`config.mk`:
```
export PLATFORM = sky130hd
export DESIGN_NAME = parallel_adc_conversion_reader
export DESIGN_NICKNAME = d
export VERILOG_FILES = /design/src/hw/rtl/padc_pkg.sv /design/src/hw/rtl/padc_cfg_regs.sv /design/src/hw/rtl/padc_seq_core.sv /design/src/hw/rtl/parallel_adc_conversion_reader.sv
export SDC_FILE = /design/constraint.sdc
export NUM_CORES = 1
export LEC_CHECK = 0
export BUFFER_PORTS_ARGS = -buffer_cell sky130_fd_sc_hd__buf_4
export CAP_MARGIN = 15
export CORE_MARGIN = 4
export CORE_UTILIZATION = 25
export CTS_BUF_LIST = sky130_fd_sc_hd__clkbuf_4 sky130_fd_sc_hd__clkbuf_8
export DETAILED_ROUTE_END_ITERATION = 7
export PLACE_DENSITY = 0.52
export SYNTH_ARGS = -nofsm -noshare
export SYNTH_HDL_FRONTEND = slang
export SYNTH_SLANG_ARGS = --single-unit
export TNS_END_PERCENT = 50
```
`constraint.sdc`:
```
create_clock -name i_clk -period 8.77 [get_ports i_clk]
set_input_delay 0.4385 -clock i_clk [delete_from_list [all_inputs] [get_ports i_clk]]
set_output_delay 0.4385 -clock i_clk [all_outputs]
set_load 0.01 [all_outputs]
```
`src/hw/rtl/padc_pkg.sv`:
```
`timescale 1ns / 1ps
`default_nettype none
// ----------------------------------------------------------------------------
// padc_pkg
// Shared types and constants of the parallel converter read sequencer.
// ----------------------------------------------------------------------------
package padc_pkg;

    // sizing of the attached converter
    localparam int MAX_CHANNELS = 8;
    localparam int DATA_WIDTH   = 16;
    localparam int CNT_W        = 4;
    localparam int TIMER_W      = 8;
    localparam logic [15:0] DATA_MASK = 16'((32'h1 << DATA_WIDTH) - 1);

    // configuration register indexes
    localparam logic [2:0] REG_CHANNEL_COUNT  = 3'd0;
    localparam logic [2:0] REG_CONVST_CYCLES  = 3'd1;
    localparam logic [2:0] REG_RD_LOW_CYCLES  = 3'd2;
    localparam logic [2:0] REG_RD_HIGH_CYCLES = 3'd3;
    localparam logic [2:0] REG_CS_HOLD_CYCLES = 3'd4;

    // configuration reset values
    localparam logic [3:0] RST_CHANNEL_COUNT  = 4'd8;
    localparam logic [7:0] RST_CONVST_CYCLES  = 8'd3;
    localparam logic [7:0] RST_RD_LOW_CYCLES  = 8'd3;
    localparam logic [7:0] RST_RD_HIGH_CYCLES = 8'd2;
    localparam logic [7:0] RST_CS_HOLD_CYCLES = 8'd2;

    // sequencer phases, one-hot
    typedef enum logic [7:0] {
        PH_IDLE      = 8'b0000_0001,
        PH_CONV_LOW  = 8'b0000_0010,
        PH_CONV_HIGH = 8'b0000_0100,
        PH_WAIT_RISE = 8'b0000_1000,
        PH_WAIT_FALL = 8'b0001_0000,
        PH_RD_LOW    = 8'b0010_0000,
        PH_RD_HIGH   = 8'b0100_0000,
        PH_CS_HOLD   = 8'b1000_0000
    } t_phase;

    // live configuration
    typedef struct packed {
        logic [3:0] channel_count;
        logic [7:0] convst_cycles;
        logic [7:0] rd_low_cycles;
        logic [7:0] rd_high_cycles;
        logic [7:0] cs_hold_cycles;
    } t_cfg;

    // one tick of pin input
    typedef struct packed {
        logic        start_request;
        logic        busy_level;
        logic [15:0] data_bus;
    } t_tick_in;

    // one tick of pin output
    typedef struct packed {
        logic        convst_n;
        logic        cs_n;
        logic        rd_n;
        logic        sample_valid;
        logic [15:0] sample_value;
        logic [2:0]  channel_index;
        logic        last_sample;
        logic        idle;
    } t_tick_out;

endpackage
`default_nettype wire

```
`src/hw/rtl/padc_cfg_regs.sv`:
```
`timescale 1ns / 1ps
`default_nettype none
// ----------------------------------------------------------------------------
// padc_cfg_regs
// Write-only configuration registers with their reset values.
// ----------------------------------------------------------------------------
module padc_cfg_regs (
    input  wire logic          i_clk,
    input  wire logic          i_rst_n,
    input  wire logic          i_cfg_we,
    input  wire logic [2:0]    i_cfg_index,
    input  wire logic [7:0]    i_cfg_data,
    output padc_pkg::t_cfg     o_cfg
);

    padc_pkg::t_cfg r_cfg;

    // register writes, unknown indexes ignored
    always_ff @(posedge i_clk) begin
        if (!i_rst_n) begin
            r_cfg.channel_count  <= padc_pkg::RST_CHANNEL_COUNT;
            r_cfg.convst_cycles  <= padc_pkg::RST_CONVST_CYCLES;
            r_cfg.rd_low_cycles  <= padc_pkg::RST_RD_LOW_CYCLES;
            r_cfg.rd_high_cycles <= padc_pkg::RST_RD_HIGH_CYCLES;
            r_cfg.cs_hold_cycles <= padc_pkg::RST_CS_HOLD_CYCLES;
        end else if (i_cfg_we) begin
            case (i_cfg_index)
                padc_pkg::REG_CHANNEL_COUNT:  r_cfg.channel_count  <= i_cfg_data[3:0];
                padc_pkg::REG_CONVST_CYCLES:  r_cfg.convst_cycles  <= i_cfg_data;
                padc_pkg::REG_RD_LOW_CYCLES:  r_cfg.rd_low_cycles  <= i_cfg_data;
                padc_pkg::REG_RD_HIGH_CYCLES: r_cfg.rd_high_cycles <= i_cfg_data;
                padc_pkg::REG_CS_HOLD_CYCLES: r_cfg.cs_hold_cycles <= i_cfg_data;
                default: ;
            endcase
        end
    end

    assign o_cfg = r_cfg;

endmodule
`default_nettype wire

```
`src/hw/rtl/padc_seq_core.sv`:
```
`timescale 1ns / 1ps
`default_nettype none
// ----------------------------------------------------------------------------
// padc_seq_core
// Phase state, timer and channel counter; computes one tick of pin output.
// ----------------------------------------------------------------------------
module padc_seq_core (
    input  wire logic           i_clk,
    input  wire logic           i_rst_n,
    input  wire logic           i_advance,
    input  padc_pkg::t_cfg      i_cfg,
    input  padc_pkg::t_tick_in  i_tick,
    output padc_pkg::t_tick_out o_tick
);

    padc_pkg::t_phase r_phase, n_phase;
    logic [padc_pkg::TIMER_W-1:0] r_timer, n_timer;
    logic [padc_pkg::CNT_W-1:0]   r_chan, n_chan;

    logic [padc_pkg::TIMER_W:0]   timer_inc;
    logic [padc_pkg::CNT_W-1:0]   chan_used;
    logic                         chan_last;
    logic                         conv_done, rdl_done, rdh_done, hold_done;

    // phase end: timer + 1 >= length, a zero length ends after one tick
    assign timer_inc = {1'b0, r_timer} + 1'b1;
    assign conv_done = timer_inc >= {1'b0, i_cfg.convst_cycles};
    assign rdl_done  = timer_inc >= {1'b0, i_cfg.rd_low_cycles};
    assign rdh_done  = timer_inc >= {1'b0, i_cfg.rd_high_cycles};
    assign hold_done = timer_inc >= {1'b0, i_cfg.cs_hold_cycles};

    // effective channel count, clamped to one .. max
    always_comb begin
        if (i_cfg.channel_count == '0) begin
            chan_used = padc_pkg::CNT_W'(1);
        end else if (i_cfg.channel_count > padc_pkg::CNT_W'(padc_pkg::MAX_CHANNELS)) begin
            chan_used = padc_pkg::CNT_W'(padc_pkg::MAX_CHANNELS);
        end else begin
            chan_used = i_cfg.channel_count;
        end
    end

    assign chan_last = ({1'b0, r_chan} + 1'b1) >= {1'b0, chan_used};

    // next state and pin levels for this tick
    always_comb begin
        n_phase = r_phase;
        n_timer = r_timer;
        n_chan  = r_chan;

        o_tick               = '0;
        o_tick.convst_n      = 1'b1;
        o_tick.cs_n          = 1'b1;
        o_tick.rd_n          = 1'b1;
        o_tick.idle          = (r_phase == padc_pkg::PH_IDLE);

        case (r_phase)
            padc_pkg::PH_IDLE: begin
                if (i_tick.start_request) begin
                    n_chan  = '0;
                    n_phase = padc_pkg::PH_CONV_LOW;
                    n_timer = '0;
                end
            end
            padc_pkg::PH_CONV_LOW: begin
                o_tick.convst_n = 1'b0;
                if (conv_done) begin
                    n_phase = padc_pkg::PH_CONV_HIGH;
                    n_timer = '0;
                end else begin
                    n_timer = timer_inc[padc_pkg::TIMER_W-1:0];
                end
            end
            padc_pkg::PH_CONV_HIGH: begin
                if (conv_done) begin
                    n_phase = padc_pkg::PH_WAIT_RISE;
                    n_timer = '0;
                end else begin
                    n_timer = timer_inc[padc_pkg::TIMER_W-1:0];
                end
            end
            padc_pkg::PH_WAIT_RISE: begin
                if (i_tick.busy_level) begin
                    n_phase = padc_pkg::PH_WAIT_FALL;
                    n_timer = '0;
                end
            end
            padc_pkg::PH_WAIT_FALL: begin
                if (!i_tick.busy_level) begin
                    n_chan  = '0;
                    n_phase = padc_pkg::PH_RD_LOW;
                    n_timer = '0;
                end
            end
            padc_pkg::PH_RD_LOW: begin
                o_tick.cs_n = 1'b0;
                o_tick.rd_n = 1'b0;
                if (rdl_done) begin
                    // latch the bus on the last low tick
                    o_tick.sample_valid  = 1'b1;
                    o_tick.sample_value  = i_tick.data_bus & padc_pkg::DATA_MASK;
                    o_tick.channel_index = r_chan[2:0];
                    o_tick.last_sample   = chan_last;
                    n_phase = padc_pkg::PH_RD_HIGH;
                    n_timer = '0;
                end else begin
                    n_timer = timer_inc[padc_pkg::TIMER_W-1:0];
                end
            end
            padc_pkg::PH_RD_HIGH: begin
                o_tick.cs_n = 1'b0;
                if (rdh_done) begin
                    n_timer = '0;
                    if (chan_last) begin
                        n_phase = padc_pkg::PH_CS_HOLD;
                    end else begin
                        n_chan  = r_chan + 1'b1;
                        n_phase = padc_pkg::PH_RD_LOW;
                    end
                end else begin
                    n_timer = timer_inc[padc_pkg::TIMER_W-1:0];
                end
            end
            padc_pkg::PH_CS_HOLD: begin
                if (hold_done) begin
                    n_chan  = '0;
                    n_phase = padc_pkg::PH_IDLE;
                    n_timer = '0;
                end else begin
                    n_timer = timer_inc[padc_pkg::TIMER_W-1:0];
                end
            end
            default: begin
                n_phase = padc_pkg::PH_IDLE;
                n_timer = '0;
                n_chan  = '0;
            end
        endcase
    end

    // state update once per accepted transaction
    always_ff @(posedge i_clk) begin
        if (!i_rst_n) begin
            r_phase <= padc_pkg::PH_IDLE;
            r_timer <= '0;
            r_chan  <= '0;
        end else if (i_advance) begin
            r_phase <= n_phase;
            r_timer <= n_timer;
            r_chan  <= n_chan;
        end
    end

endmodule
`default_nettype wire

```
`src/hw/rtl/parallel_adc_conversion_reader.sv`:
```
`timescale 1ns / 1ps
`default_nettype none
// A result is registered in the output register in the cycle after its tick is accepted.
// Throughput: one tick per cycle; the output register lets a new tick in whenever
// it is empty or being drained in the same cycle.
// Reset (synchronous, active low) returns the sequencer to idle, clears timer and
// channel counter, loads register defaults and empties the output register.
// ----------------------------------------------------------------------------
// parallel_adc_conversion_reader
// Convert-and-read sequencer for a parallel-bus converter, one tick per transaction.
// ----------------------------------------------------------------------------
module parallel_adc_conversion_reader (
    input  wire logic        i_clk,
    input  wire logic        i_rst_n,
    input  wire logic        i_cfg_we,
    input  wire logic [2:0]  i_cfg_index,
    input  wire logic [7:0]  i_cfg_data,
    input  wire logic        i_in_valid,
    output logic             o_in_stall,
    input  wire logic        i_start_request,
    input  wire logic        i_busy_level,
    input  wire logic [15:0] i_data_bus,
    output logic             o_out_valid,
    input  wire logic        i_out_stall,
    output logic             o_convst_n,
    output logic             o_cs_n,
    output logic             o_rd_n,
    output logic             o_sample_valid,
    output logic [15:0]      o_sample_value,
    output logic [2:0]       o_channel_index,
    output logic             o_last_sample,
    output logic             o_idle
);

    padc_pkg::t_cfg      cfg;
    padc_pkg::t_tick_in  tick_in;
    padc_pkg::t_tick_out tick_out;
    padc_pkg::t_tick_out r_out;
    logic                r_out_valid;
    logic                accept;

    // configuration registers
    padc_cfg_regs u_cfg (
        .i_clk       (i_clk),
        .i_rst_n     (i_rst_n),
        .i_cfg_we    (i_cfg_we),
        .i_cfg_index (i_cfg_index),
        .i_cfg_data  (i_cfg_data),
        .o_cfg       (cfg)
    );

    // input handshake
    assign o_in_stall = r_out_valid && i_out_stall;
    assign accept     = i_in_valid && !o_in_stall;

    assign tick_in.start_request = i_start_request;
    assign tick_in.busy_level    = i_busy_level;
    assign tick_in.data_bus      = i_data_bus;

    // sequencer
    padc_seq_core u_core (
        .i_clk     (i_clk),
        .i_rst_n   (i_rst_n),
        .i_advance (accept),
        .i_cfg     (cfg),
        .i_tick    (tick_in),
        .o_tick    (tick_out)
    );

    // output register
    always_ff @(posedge i_clk) begin
        if (!i_rst_n) begin
            r_out_valid <= 1'b0;
        end else if (accept) begin
            r_out_valid <= 1'b1;
        end else if (!i_out_stall) begin
            r_out_valid <= 1'b0;
        end
    end

    always_ff @(posedge i_clk) begin
        if (accept) begin
            r_out <= tick_out;
        end
    end

    assign o_out_valid     = r_out_valid;
    assign o_convst_n      = r_out.convst_n;
    assign o_cs_n          = r_out.cs_n;
    assign o_rd_n          = r_out.rd_n;
    assign o_sample_valid  = r_out.sample_valid;
    assign o_sample_value  = r_out.sample_value;
    assign o_channel_index = r_out.channel_index;
    assign o_last_sample   = r_out.last_sample;
    assign o_idle          = r_out.idle;

endmodule
`default_nettype wire

```
==> summary.md, run 1 <==
| Metric | Value |
|---|---|
| Outcome | `completed` |
| CTS Buf Count | `9` |
| Worst Setup Start Kind | `flip-flop` |
| Initial antenna violation count | `0` |
| Post-CTS Setup Bufs | `0` |
| Total Negative Setup Slacks | `0 ps` |
| Root Buffer | `clkbuf_8` |
| Die height | `139 um` |
| Synth warn | `0` |
| Worst Hold Depth | `2` |
| # clock sinks | `82` |
| Ys flop type | `dfxtp_1` |
| Async S/R FF share, synth | `0` |
| Final hold slack | `297 ps` |
| # nets final | `595` |
| Max Root-Sink Buffers | `2` |
| Final Hold Fails | `0` |
| Remaining DRCs | `0` |
| Clock share of power | `0.413` |
| Starting Density | `0.257` |
| DIE AREA | `19400 um2` |
| Largest net degree at the start of global routing | `35` |
| Row Count | `47` |
| Sw Ratio | `0.229` |
| Worst min-delay path class | `in2reg` |
| Int Pwr | `0.623 mW` |
| Hold buffers post-CTS | `0` |
| Worst reg2reg path depth | `13` |
| DR vias | `3377` |
| Final worst-path cycle share | `0.411` |
| Data required, critical path | `9050 ps` |
| CP arrival | `3890 ps` |
| Final ANT Viol Nets | `0` |
| Detailed Route Iter0 Violations | `227` |
| Layout Skew | `15.7 ps` |
| Syn_nets | `539` |
| Combinational fraction of design power | `0.085` |
| Worst Tran Pin Value | `988 ps` |
| Routed WL | `10.2 mm` |
| DP Cell Count | `732` |
| Seq pwr share | `0.502` |
| Core Region | `16700 um2` |
| Max Slew Vio Count | `0` |
| Ports | `61` |
| Syn avg cell area | `9.21 um2` |
| VDD IR max | `0.0000882 V` |
| Seq cells post-synth | `82` |
| Psw | `0.185 mW` |
| Slew HR | `0.339` |
| Pre-antenna DRT Iters | `4` |
| Library cells used by synthesis | `53` |
| Buffers added on ports | `60` |
| Vias in the first global route | `3372` |
| Leakage | `2.14 nW` |
| CP Class | `reg2reg` |
| Post-DP HPWL | `7.75 mm` |
| Max Cap Viol | `0` |
| Clock latency on the worst-skew pair | `360 ps` |
| CTS tree | `built` |
| Global-route wire length before repair | `17.0 mm` |
| Antenna cells | `0` |
| # setup viols final | `0` |
| Gr usage total | `0.107` |
| Setup crit end kind | `flip-flop` |
| Pwr/cell area | `155 nW/um2` |
| Maximum clock frequency | `277 MHz` |
| Maximum fanout along the worst path | `8` |
| Grt total ovfl | `0` |
| Min Tclk post-route | `3610 ps` |
| Routed wire per std cell | `13.7 um` |
| RSZ-0062 raised after global routing | `no` |
| Drt via density | `4.51` |
| Share of cells above drive strength 1 | `0.178` |
| Synthesized area | `4300 um2` |
| Non-filler instance count after layout | `748` |
| Die width | `139 um` |
| Gate Count Post-Synth | `467` |
| Sequential fraction of the synthesis area | `0.440` |
| Post-CTS resize count | `0` |
| Htree depth | `3` |
| Gpl congestion | `0.743` |
| Clock slew at reported path FFs | `80 ps` |
| Post-synth EDFFs | `25` |
| Syn-to-layout area delta | `21.0%` |
layout make-up:
class	count	area, um2
inverter	38	143
sequential	82	1890
timing repair buffer	62	465
tap	220	275
clock inverter	6	115
fill	1750	11500
clock buffer	10	131
multi-input combinational	330	2180
cell usage in the layout, fill, tap and decap left out, drive strengths merged, types with 5 or more instances in the layout:
master	n
edfxtp	25
nor3b	5
o21ai	12
clkbuf	10
dfxtp	57
inv	38
and2	23
nor2	21
a21oi	38
nand3	17
buf	62
a21o	5
ha	38
nor2b	5
o211ai	11
nand2	77
and3	7
xor2	7
power by group through the flow:
stage	registers [mW]	clock network (mW)	logic, mW
floorplan	0.416	0	0.0356
global placement	0.415	0	0.0687
detailed placement	0.415	0	0.0690
CTS	0.406	0.344	0.0693
global route	0.407	0.358	0.0768
finish	0.406	0.334	0.0691
sequential cells by signal, summed over array words and instances (netlist names), 3 cells and up:
name,flops
o_channel_index,3
o_sample_value,16
u_cfg.o_cfg,36
u_core.r_chan,4
u_core.r_phase,8
u_core.r_timer,8
worst paths after layout:
kind,slack (ps),start,to
hold reg to reg,460,u_cfg.o_cfg[12],u_cfg.o_cfg[12]
setup / recovery,5160,u_core.r_timer[0],u_core.r_phase[3]
hold / removal,300,i_in_valid,o_out_valid
setup reg to reg,5160,u_core.r_timer[0],u_core.r_phase[3]
worst max-delay path, cell delays in order (launching register included):
cell	delay, ps
dfxtp_1	480
ha_1	300
and3_1	240
nand3_1	110
or2_2	300
nand2_1	150
ha_1	270
a211oi_1	300
o211a_1	200
a211oi_1	70
or4b_4	510
and3_4	240
nand2_1	160
mux2i_1	200
metrics by stage:
step	utilization	instance area, um2	total power, mW	setup slack, ps
after global routing	0.312	5200	0.842	4870
after global placement	0.297	4960	0.483	5310
after CTS	0.312	5200	0.819	5140
final	0.312	5200	0.809	5160
after floorplan	-	4300	0.451	5260
after detailed placement	0.297	4960	0.484	5160
metal layers:
metal	wire, um	track usage
met1	5230	0.155
met2	4100	0.157
met3	828	0.0359
met4	83	0.0206
met5	0	0
synthesized netlist by cell type, types with 3 or more instances:
library cell	count	area, um2
nor3b_1	5	37.5
clkbuf_1	13	48.8
edfxtp_1	25	751
and3_1	6	37.5
xor2_1	7	61.3
o211ai_1	11	82.6
mux2i_1	4	40.0
a21oi_1	38	190
and2_1	23	144
o21a_1	3	22.5
a21o_1	5	37.5
buf_6	3	33.8
o21ai_0	12	60.1
or3_1	3	18.8
a211oi_1	4	30.0
nand4b_1	3	26.3
nand3_1	17	85.1
nand2_1	77	289
nand3b_1	3	22.5
nor2_1	20	75.1
a22o_1	4	35.0
ha_1	38	475
nand2b_1	3	18.8
dfxtp_1	57	1140
and3b_1	3	26.3
o31ai_1	3	22.5
inv_1	37	139
nor2b_1	5	31.3
or2_2	4	25.0
kinds of logic after synthesis:
logic type / synth area share
AO/OA/AOI/OAI: 0.141
adder cells (fa/ha/maj): 0.111
AND/OR/NAND/NOR: 0.222
buffers and inverters: 0.0533
multiplexers: 0.0146
XOR/XNOR: 0.0183
flip-flops: 0.440
No activity file was read; power rests on OpenSTA's default activity.
==> run 2, diff against run 1 <==
Settings changed: PLACE_DENSITY 0.52 to 0.54.
Clock period 8.77 ns to 3.18 ns, I/O delays scaled along.
==> summary.md, run 2 (same netlist as run 1, synthesis figures left out) <==
| Metric | Value |
|---|---|
| Final ANT Viol Nets | `0` |
| Non-filler instance count after layout | `762` |
| Pwr/cell area | `430 nW/um2` |
| Slew HR | `0.541` |
| Gpl congestion | `0.821` |
| Fin area | `5380 um2` |
| Core Region | `16700 um2` |
| Routed wire per std cell | `14.0 um` |
| # setup viols final | `0` |
| Die width | `139 um` |
| DIE AREA | `19400 um2` |
| Ports | `61` |
| Worst min-delay path class | `in2reg` |
| Share of cells above drive strength 1 | `0.216` |
| Min Tclk post-route | `3060 ps` |
| Remaining DRCs | `0` |
| HP Start | `i_data_bus[7]` |
| Worst Tran Pin Value | `688 ps` |
| DP Cell Count | `743` |
| Row Count | `47` |
| Clock slew at reported path FFs | `90 ps` |
| Internal reg-to-reg setup slack | `120 ps` |
| # nets final | `609` |
| Clock latency on the worst-skew pair | `360 ps` |
| CTS tree | `built` |
| Starting Density | `0.257` |
| Root Buffer | `clkbuf_8` |
| Maximum clock frequency | `326 MHz` |
| Leakage | `2.24 nW` |
| Worst reg2reg path depth | `13` |
| Grt total ovfl | `0` |
| Setup crit end kind | `flip-flop` |
| WHS Endpoint | `o_sample_value[7]` |
| Detailed Route Iter0 Violations | `241` |
| Max reg flops | `36` |
| CP Class | `reg2reg` |
| Most frequent cells in the layout | `75 x nand2_1, 75 x buf_4, 55 x dfxtp_1` |
| Syn-to-layout area delta | `25.1%` |
| Routed WL | `10.7 mm` |
| Post-Place Cell Area | `5050 um2` |
| Buffers added on ports | `60` |
| Initial antenna violation count | `0` |
| Gr usage total | `0.114` |
| Worst Hold Depth | `2` |
| VDD IR max | `0.000221 V` |
| Maximum fanout along the worst path | `7` |
| Outcome | `completed` |
| CTS Buf Count | `9` |
| Drt via density | `4.58` |
| Htree depth | `3` |
| Final worst-path cycle share | `0.964` |
| Layout Skew | `7.60 ps` |
| Reg-to-reg startpoint | `u_core.r_timer[0]` |
| Post-DP HPWL | `7.95 mm` |
| DR vias | `3493` |
| CP arrival | `3370 ps` |
| # clock sinks | `82` |
| Largest net degree at the start of global routing | `41` |
| Max Cap Viol | `0` |
| Antenna cells | `0` |
| Data required, critical path | `3490 ps` |
| Worst Setup Start Kind | `flip-flop` |
| CP cell instances | `ha_2, and3_1, nand3_1, or2_4, nand2_4, ha_1, a21o_1, a21o_1, a2111oi_1, o21ai_2, and3_4, nor4b_4, a221o_1` |
| Max Slew Vio Count | `0` |
| Reg2reg end | `u_core.r_timer[2]` |
| Final Hold Fails | `0` |
| Global-route wire length before repair | `18.3 mm` |
| Die height | `139 um` |
| Vias in the first global route | `3537` |
| CP dominant cell by count | `a21o_1` |
| Pre-antenna DRT Iters | `4` |
| Max incr delay on CP | `450 ps` |
| Slowest-stage cell, CP | `a2111oi_1` |
| Max Root-Sink Buffers | `2` |
## run 2: changes by cell type in the layout (fill, tap and decap cells not counted), sizes merged
cell	before	now
buf	62	75
bufinv	3	4
clkbuf	10	9
dlygate4sd3	0	1
## run 2: layout make-up
type	count	area, um2
Inverter	38	143
Tap cell	220	275
Clock inverter	7	141
Sequential cell	82	1900
Multi-Input combinational cell	330	2230
Clock buffer	9	124
Fill cell	1725	11300
Timing Repair Buffer	76	573
## run 2: worst max-delay path by stage
stage	startpoint	endpoint	slack, ps
after floorplan	u_core.r_timer[0]	u_core.r_timer[2]	30
after global placement	u_core.r_timer[1]	u_core.r_phase[4]	-30
after detailed placement	u_core.r_timer[1]	u_core.r_phase[4]	-110
after CTS	u_core.r_timer[1]	u_core.r_timer[0]	20
after global routing	u_core.r_timer[1]	u_core.r_timer[2]	-40
final	u_core.r_timer[0]	u_core.r_timer[2]	120
## run 2: what timing repair did
| action | 4_1_cts | 5_1_grt |
|---|---|---|
| buffers inserted | 0 | 2 |
| resized for setup | 3 | 9 |
| hold buffers | 1 | 0 |
| endpoints found under the setup margin | 33 | 27 |
| pin swaps | 0 | 4 |
| endpoints found under the hold margin | 1 | 0 |
## run 2: metal layers
metal / global-route usage / share of wire / up-vias
li1: - / - / 1767
met1: 0.162 / 0.51 / 1583
met2: 0.167 / 0.40 / 126
met3: 0.0379 / 0.076 / 17
met4: 0.0257 / 0.012 / 0
met5: 0 / 0 / -
## run 2: per-stage QoR
stage                     total power [mW]  worst slack [ps]  TNS [ps]  hold WS, ps  utilization
after global placement                1.33             -29.6     -29.6          376        0.302
after floorplan                       1.24              32.8         0          283            -
final                                 2.31               115         0         74.8        0.322
after global routing                  2.41             -38.8      -133         54.5        0.322
after CTS                             2.34              16.3         0         51.6        0.319
after detailed placement              1.34              -106      -732          378        0.302
## run 2: power by group
group | internal (mW) | switching, mW | total (mW)
combinational | 0.0857 | 0.111 | 0.197
sequential | 1.10 | 0.0148 | 1.12
clock | 0.601 | 0.398 | 0.998
total | 1.79 | 0.524 | 2.31
## run 2: critical path: cells and delay by family (launching register included)
kind	cells	cell delay, ps
AOI/OAI and AO/OA	5	1120
DFF	1	370
adders and majority gates	2	420
and+or+nand+nor	6	1110
